===== src/hw/rtl/mbt_ram.sv =====
`timescale 1ns / 1ps
// ----------------------------------------------------------------------------
// mbt_ram
// generic simple dual-port ram, one write and one registered read per cycle
// ----------------------------------------------------------------------------
module mbt_ram #(
    parameter int WIDTH = 8,
    parameter int DEPTH = 16
) (
    input  logic                     i_clk,
    input  logic                     i_we,
    input  logic [$clog2(DEPTH)-1:0] i_waddr,
    input  logic [WIDTH-1:0]         i_wdata,
    input  logic [$clog2(DEPTH)-1:0] i_raddr,
    output logic [WIDTH-1:0]         o_rdata
);

    logic [WIDTH-1:0] r_mem [DEPTH];
    logic [WIDTH-1:0] r_rdata;

    always_ff @(posedge i_clk) begin
        if (i_we) begin
            r_mem[i_waddr] <= i_wdata;
        end
        r_rdata <= r_mem[i_raddr];
    end

    assign o_rdata = r_rdata;

endmodule


===== config.mk =====
export PLATFORM = sky130hd
export DESIGN_NAME = mbt_ram
export DESIGN_NICKNAME = d
export VERILOG_FILES = /design/src/hw/rtl/mbt_ram.sv
export SDC_FILE = /design/constraint.sdc
export NUM_CORES = 1
export LEC_CHECK = 0
export BUFFER_PORTS_ARGS = -buffer_cell sky130_fd_sc_hd__buf_2
export CORE_MARGIN = 4
export CORE_UTILIZATION = 40
export DETAILED_ROUTE_END_ITERATION = 16
export PLACE_DENSITY = 0.58
export SYNTH_ARGS = -nofsm -noshare
export SYNTH_HDL_FRONTEND = slang
export SYNTH_SLANG_ARGS = --single-unit

===== constraint.sdc =====
create_clock -name i_clk -period 2.03 [get_ports i_clk]
set_input_delay 0.1015 -clock i_clk [delete_from_list [all_inputs] [get_ports i_clk]]
set_output_delay 0.1015 -clock i_clk [all_outputs]
set_load 0.02 [all_outputs]

==> results.toml, run 1 <==
[run_status]
status = "complete, no violations"

[cells_and_area]
antenna_cells = 0
multi_input_area_mm2 = 0.00106
nFillCells = 1047
drive_gt1_share_pct = 31.9
nets = 300
seq_area_mm2 = 0.00400
syn_to_final_growth_pct = 19.0

[timing]
finalSetupViolCount = 0
hold_ws_ns = 0.0712
max_slew_margin_pct = 46.5
worstMarginPinSlew_ns = 0.799
finalCriticalPeriod_ns = 1.37
rsz0062_at_grt = "no"
tns_ns = 0
clock_skew_ns = 0.00518
worst_slack_ns = 0.658
hold_viol_final = 0
report.final.slew_viol_count = 0
max_freq_mhz = 729
fin_crit_sh_pct = 67.6

[logic_synthesis]
synthesis.area_mm2 = 0.00515
ys_types = 19
ys_seq_area_share_pct = 77.8
synthAdderAreaFrac_pct = 0
synthXorXnorAreaFrac_pct = 0
syn_area_per_cell_um2 = 22.5
ys_warn_count = 0
synth_nets = 247
synth_top_area_cell = "edfxtp_1"
synth-seq-cells = 136
synthMuxAreaShare_pct = 15.0
synth_top_family_by_area = "multiplexers"
synth_simple_gate_area_share_pct = 3.18
synth_top_cell_area_share_pct = 74.7
synthCells = 229
synth_compound_area_share_pct = 2.33
ys_top_cells_by_area = "edfxtp_1 75%, mux4_2 7.9%, mux4_1 7.1%, dfxtp_1 3.1%, a22oi_1 2.3%"

[place]
portBuffers = 25
hpwl_um = 6390
preCtsSetupSlack_ns = 0.297
gp_congestion = 0.736

[pwr]
p_total_mw = 6.30
peakVddDrop_mv = 0.444
power.density_mw_per_mm2 = 1030
power_frac_comb_pct = 4.9
p_int_mw = 4.95
p_leak_nw = 2.06
switching_share_pct = 21.4
power_switching_mw = 1.35
p_seq_share_pct = 50.2
clock_power_share_pct = 44.9

[floorplan]
die_h_um = 121
fp-row-count = 41
initial_utilization_pct = 40.8
io_pins = 26
core_area_mm2 = 0.0126
die_area_mm2 = 0.0147
die_w_um = 121

[route]
drt-wirelength-per-cell_um = 21.3
viasPerCell = 5.20
antenna_left = 0
wl_um = 9950
vias = 2430
dr.pass1.iters = 4
drt-initial-drc-count = 265
drc = 0

[cts]
clock_sinks = 136
hold_buffers = 0
clkTransAtPathRegs_ns = 0.06
cts_tree = "done"
htreeDepth = 4
ctsResizeCount = 0
cts-root-buf = "clkbuf_16"
cts_buffer_depth = 2
cts_made_buffers = 17
clkLatencyLatePin_ns = 0.41
post_cts_buffers = 0

[setup_path]
critPathMaxStageDelay_ns = 0.53
arrival_ns = 1.67
crit_required_ns = 2.33
worstSetupPathType = "flip-flop to flip-flop"
rrSetupSlack_ns = 0.66
critPathMaxFanout = 1
r2r-start = "r_mem[1][0]$_DFFE_PP_"
start_kind = "flip-flop"
r2r_end = "o_rdata[0]$_DFF_P_"
end_kind = "flip-flop"
r2r_cells = 3
cp_slowest_cell = "mux4_1"
worstPathCellList = "mux4_1, a22oi_1, nand2_1"

[grt]
grt_pass1_wl_um = 15300
gr-usage-met1_pct = 20.8
met2_usage_pct = 21.9
overflow = 0
groute.layer.met3.usage_pct = 3.45
grt_use_total_pct = 14.8
grt_pass1_vias = 2492
antenna_found_initial = 0
busiest_layer = "met2"
grt_max_degree = 33

[min_path]
min_from = "i_wdata[6]"
hold_path_depth = 1
min_path_type = "input port to flip-flop"
holdPathEnd = "r_mem[0][6]$_DFFE_PP_"

[run]
drv_cap = 0
worst max path at each step:
stage                               start                    end  cells after the start
finish              r_mem[1][0]$_DFFE_PP_     o_rdata[0]$_DFF_P_                      3
global route        r_mem[9][3]$_DFFE_PP_     o_rdata[3]$_DFF_P_                      3
floorplan                      i_waddr[2]  r_mem[0][0]$_DFFE_PP_                      2
global placement               i_waddr[2]  r_mem[2][1]$_DFFE_PP_                      3
CTS                 r_mem[0][2]$_DFFE_PP_     o_rdata[2]$_DFF_P_                      3
detailed placement             i_waddr[2]  r_mem[2][6]$_DFFE_PP_                      3
worst max-delay path, delay by kind of cell, from the launching register on:
| kind | cells | cell delay [ns] |
|---|---|---|
| AO/OA/AOI/OAI | 1 | 0.27 |
| flip-flops | 1 | 0.37 |
| multiplexers | 1 | 0.53 |
| AND/OR/NAND/NOR | 1 | 0.09 |
stage by stage:
stage,utilization [%],cell area (µm²),std cells
5_1_grt,48.5,6120,467
3_3_place_gp,44.1,5570,435
4_1_cts,48.5,6120,467
6_report,48.5,6120,467
2_1_floorplan,-,5150,229
3_5_place_dp,44.1,5570,435
cell usage in the layout (no fill, tap or decap), types with 2 or more instances in the layout:
| cell type | Yosys | layout |
|---|---|---|
| dfxtp_1 | 8 | 8 |
| nand3b_1 | 2 | 2 |
| buf_2 | 3 | 25 |
| clkinv_2 | 0 | 3 |
| buf_12 | 0 | 2 |
| edfxtp_1 | 128 | 128 |
| a22oi_1 | 16 | 16 |
| inv_6 | 0 | 3 |
| mux4_2 | 18 | 18 |
| clkinvlp_4 | 0 | 6 |
| nand2_1 | 9 | 9 |
| mux4_1 | 14 | 14 |
| buf_4 | 1 | 17 |
| nand2b_1 | 2 | 2 |
| clkbuf_16 | 0 | 17 |
| nor2_1 | 13 | 13 |
| nor3_1 | 4 | 4 |
area by class of cell:
| type | count | share of cell area (%) |
|---|---|---|
| flip-flops and latches | 136 | 65.4 |
| multi-input cells | 83 | 17.3 |
| clock buffers | 17 | 6.95 |
| repair buffers | 44 | 4.78 |
| well taps | 172 | 3.51 |
| clock inverters | 15 | 2.10 |
kinds of logic (layout without fill, tap and decap cells):
family / count (synthesis) / after routing
muxes: 32 / 32
DFF: 136 / 136
AOI/OAI and AO/OA: 16 / 16
buffers and inverters: 10 / 76
and+or+nand+nor: 35 / 35
power by group through the flow:
stage,Sequential [mW],Clock [mW],Combinational (mW)
after floorplan,3.23,0,0.159
after global placement,3.22,0,0.313
after detailed placement,3.22,0,0.317
after CTS,3.16,2.87,0.318
after global routing,3.16,3.02,0.339
final,3.16,2.83,0.311
flip-flops by register name, indices dropped and copies added (netlist names):
signal / cells
r_mem: 128
o_rdata: 8
synthesized netlist by cell type (all sizes together):
library cell / n
dfxtp: 8
mux4: 32
and2b: 1
buf: 7
clkdlybuf4s25: 3
nand3b: 2
nor3: 4
nand2b: 2
a22oi: 16
nand2: 9
nor2: 13
nand3: 1
and2: 1
nor2b: 1
or3b: 1
edfxtp: 128
per-layer routing:
metal | share of wire, % | vias to the layer above
li1 | - | 1080
met1 | 46 | 1256
met2 | 47 | 77
met3 | 4.8 | 17
met4 | 1.7 | 0
met5 | 0 | -
Power figures use the tool's default switching activity.
==> run 2: changes to the inputs <==
==> constraint.sdc (replaced) <==
create_clock -name i_clk -period 1.35 [get_ports i_clk]
set_input_delay 0.0675 -clock i_clk [delete_from_list [all_inputs] [get_ports i_clk]]
set_output_delay 0.0675 -clock i_clk [all_outputs]
set_load 0.02 [all_outputs]
==> results.toml, run 2 (synthesis results as in run 1) <==
[cts]
clkLatencyLatePin_ns = 0.41
htreeDepth = 4
post_cts_buffers = 0
clock_sinks = 136
cts_tree = "done"
cts_buffer_depth = 2
clkTransAtPathRegs_ns = 0.06
cts-root-buf = "clkbuf_16"
cts_made_buffers = 17
hold_buffers = 0

[place]
gp_congestion = 0.723
portBuffers = 25
hpwl_um = 6600
dp_cells = 444

[route]
drt-initial-drc-count = 197
antenna_left = 0
drt-wirelength-per-cell_um = 21.3
vias = 2469
dr.pass1.iters = 4
viasPerCell = 5.19
drc = 0
wl_um = 10100

[setup_path]
critPathMaxStageDelay_ns = 0.47
worstPathCellList = "mux4_2, a22oi_1, nand2_1"
worstSetupPathType = "flip-flop to flip-flop"
cp_slowest_cell = "mux4_2"
start_kind = "flip-flop"
crit_required_ns = 1.64
arrival_ns = 1.61
critPathMaxFanout = 1
end_kind = "flip-flop"
crit_buf_inv = 0
critPathTopFamily = "multiplexers"

[min_path]
min_path_type = "input port to flip-flop"

[run]
drv_cap = 0

[timing]
finalCriticalPeriod_ns = 1.32
finalSetupViolCount = 0
max_freq_mhz = 758
worstMarginPinSlew_ns = 0.822
hold_viol_final = 0
rsz0062_at_grt = "yes"
fin_crit_sh_pct = 97.7
max_slew_margin_pct = 45.1
report.final.slew_viol_count = 0
clock_skew_ns = 0.00778

[pwr]
peakVddDrop_mv = 0.973
power.density_mw_per_mm2 = 1600
switching_share_pct = 20.0
p_leak_nw = 2.14
p_seq_share_pct = 47.3
power_switching_mw = 2.01
clock_power_share_pct = 47.8
power_frac_comb_pct = 5.0
p_total_mw = 10.1
p_int_mw = 8.05

[grt]
grt_pass1_vias = 2546
overflow = 0
grt_pass1_wl_um = 15500
antenna_found_initial = 0
grt_max_degree = 17
grt_use_total_pct = 14.9

[cells_and_area]
largest_register_ffs = 128
final_common_cell = "edfxtp_1"
top_register = "r_mem"
drive_gt1_share_pct = 35.5
syn_to_final_growth_pct = 22.2
antenna_cells = 0
fin_cells = 476
nets = 309
most-common-layout-cells = "128 x edfxtp_1, 25 x buf_2, 25 x buf_4"

[floorplan]
io_pins = 26
fp-row-count = 41
die_h_um = 121
die_area_mm2 = 0.0147
initial_utilization_pct = 40.8
die_w_um = 121
core_area_mm2 = 0.0126

[run_status]
status = "complete, no violations"
==> run 2: cell count changes in the layout (fill, tap and decap cells not counted), moves of 3 or more <==
cell        before  now
bufinv_16        1    4
a22oi_2          0    3
clkinvlp_4       6    3
clkinv_4         1    4
clkinv_2         3    0
buf_4           17   25
a22oi_1         16   13
==> run 2: area by class of cell <==
class,instances,area [µm²]
Timing Repair Buffer,53,373
Tap cell,172,215
Fill cell,1038,6330
Multi-Input combinational cell,83,1070
Clock inverter,13,195
Clock buffer,19,433
Sequential cell,136,4000
==> run 2: final timing paths <==
check	start	to	cells past startpoint	slack, ns
setup / recovery	r_mem[11][6]$_DFFE_PP_	o_rdata[6]$_DFF_P_	3	0.03
hold / removal	i_wdata[6]	r_mem[6][6]$_DFFE_PP_	1	0.04
setup reg to reg	r_mem[11][6]$_DFFE_PP_	o_rdata[6]$_DFF_P_	3	0.03
hold reg to reg	r_mem[7][2]$_DFFE_PP_	o_rdata[2]$_DFF_P_	3	0.67
==> run 2: timing repair <==
action,in CTS,in global routing
resized for setup,2,3
setup endpoints to repair,2,4
pin swaps,1,2
==> run 2: routing by layer <==
layer,GRT usage (%),vias to the layer above,wire [µm]
li1,-,1096,-
met1,20.5,1291,4630
met5,0,-,0
met4,5.88,0,205
met3,3.78,17,401
met2,23.0,65,4890
==> run 2: per-stage QoR <==
stage | instance area, µm² | util (%) | worst slack (ns) | hold slack, ns | TNS [ns]
after global routing | 6290 | 49.8 | -0.0220 | 0.0455 | -0.0433
after global placement | 5650 | 44.8 | -0.181 | 0.464 | -0.918
after floorplan | 5150 | - | 0.0164 | 0.166 | 0
after CTS | 6290 | 49.9 | 0.00260 | 0.0341 | 0
final | 6290 | 49.8 | 0.0310 | 0.0433 | 0
after detailed placement | 5650 | 44.8 | -0.184 | 0.472 | -0.912
==> run 2: power by group through the flow <==
| stage | registers (mW) | clock network (mW) | logic, mW |
|---|---|---|---|
| after CTS | 4.75 | 4.89 | 0.507 |
| after global placement | 4.84 | 0 | 0.494 |
| after global routing | 4.76 | 5.11 | 0.541 |
| after detailed placement | 4.84 | 0 | 0.502 |
| final | 4.75 | 4.80 | 0.498 |
| after floorplan | 4.86 | 0 | 0.240 |
==> run 2: worst register-to-register path, delay by kind of cell (launching register included) <==
family,cells,cell delay (ns)
compound gates,1,0.29
flops,1,0.36
mux,1,0.47
simple gates,1,0.08
==> run 3: changes to the inputs <==
--- a/config.mk
+++ b/config.mk
@@ -10,6 +10,7 @@
 export CORE_UTILIZATION = 40
 export DETAILED_ROUTE_END_ITERATION = 16
 export PLACE_DENSITY = 0.58
+export RECOVER_POWER = 50
 export SYNTH_ARGS = -nofsm -noshare
 export SYNTH_HDL_FRONTEND = slang
 export SYNTH_SLANG_ARGS = --single-unit
==> results.toml, run 3 (synthesis results as in run 1) <==
[place]
portBuffers = 25
dp_cells = 444
gp_congestion = 0.723
hpwl_um = 6600
preCtsSetupSlack_ns = -0.184
placed_cell_area_mm2 = 0.00565

[route]
wl_um = 10100
viasPerCell = 5.19
drc = 0
drt-wirelength-per-cell_um = 21.3
antenna_left = 0
vias = 2469
drt-initial-drc-count = 201
dr.pass1.iters = 4

[cts]
cts-root-buf = "clkbuf_16"
clkLatencyLatePin_ns = 0.41
clock_sinks = 136
htreeDepth = 4
cts_tree = "done"
hold_buffers = 0
cts_made_buffers = 17
post_cts_buffers = 0
clkTransAtPathRegs_ns = 0.06
cts_buffer_depth = 2

[cells_and_area]
final_cell_area_mm2 = 0.00627
nets = 309
nFillCells = 1042
top_register = "r_mem"
fin_cells = 476
drive_gt1_share_pct = 32.2
fin_util_pct = 49.7
syn_to_final_growth_pct = 21.9
final_common_cell = "edfxtp_1"
largest_register_ffs = 128
antenna_cells = 0
most-common-layout-cells = "128 x edfxtp_1, 24 x buf_4, 20 x mux4_2"

[pwr]
power.density_mw_per_mm2 = 1600
p_leak_nw = 2.11
peakVddDrop_mv = 0.973
p_total_mw = 10.1

[timing]
max_slew_margin_pct = 44.8
rsz0062_at_grt = "yes"
hold_viol_final = 0
worst_slack_ns = 0.0306
finalSetupViolCount = 0
clock_skew_ns = 0.00813
worstMarginPinSlew_ns = 0.826
fin_crit_sh_pct = 97.7
tns_ns = 0
report.final.slew_viol_count = 0
max_freq_mhz = 758
hold_ws_ns = 0.195
finalCriticalPeriod_ns = 1.32

[grt]
antenna_found_initial = 0
grt_use_total_pct = 14.9
grt_max_degree = 17
grt_pass1_vias = 2546
grt_pass1_wl_um = 15500
overflow = 0

[run_status]
status = "complete, no violations"

[setup_path]
critPathMaxFanout = 1
arrival_ns = 1.61
crit_required_ns = 1.64
rrSetupSlack_ns = 0.03
worstSetupPathType = "flip-flop to flip-flop"
start_kind = "flip-flop"
end_kind = "flip-flop"

[floorplan]
die_h_um = 121
die_w_um = 121
die_area_mm2 = 0.0147
core_area_mm2 = 0.0126
io_pins = 26
initial_utilization_pct = 40.8
fp-row-count = 41

[min_path]
min_path_type = "input port to flip-flop"

[run]
drv_cap = 0
-- run 3: cell types whose count changed in the layout (fill, tap and decap cells not counted), sizes merged --
cell,previous run,this run
clkbuf,19,29
buf,53,43
-- run 3: metal layers --
layer  track usage, %  vias up  share of wire [%]
li1                 -     1096                  -
met1             20.5     1300                 45
met2             23.0       64                 49
met3             3.78        9                4.0
met4             5.88        0                1.1
met5                0        -                  0
-- run 3: final cells by class --
cell class | count | area, µm² | share of cell area, %
Clock buffer | 19 | 433 | 6.90
Clock inverter | 13 | 195 | 3.11
Multi-Input combinational cell | 83 | 1070 | 17.0
Sequential cell | 136 | 4000 | 63.8
Tap cell | 172 | 215 | 3.43
Timing Repair Buffer | 53 | 358 | 5.70
-- run 3: worst max-delay path: stages (launching register included) --
cell and delay (ns):
edfxtp_1 0.36, mux4_2 0.47, a22oi_1 0.29, nand2_1 0.08
-- run 3: worst paths after layout --
kind         cells past startpoint              startpoint                endpoint
max reg2reg                      3  r_mem[11][6]$_DFFE_PP_      o_rdata[6]$_DFF_P_
max                              3  r_mem[11][6]$_DFFE_PP_      o_rdata[6]$_DFF_P_
min                              1              i_wdata[7]  r_mem[12][7]$_DFFE_PP_
min reg2reg                      3   r_mem[7][2]$_DFFE_PP_      o_rdata[2]$_DFF_P_
-- run 3: what timing repair did --
item,4_1_cts,5_1_grt
resized for setup,2,3
endpoints found under the setup margin,2,4
pin swaps,1,2
-- run 3: where the power goes --
group	leakage, nW	internal (mW)	total [mW]	switching, mW
clock	0.294	3.11	4.81	1.70
combinational	0.593	0.210	0.494	0.285
sequential	1.22	4.72	4.75	0.0287
total	2.11	8.04	10.1	2.01
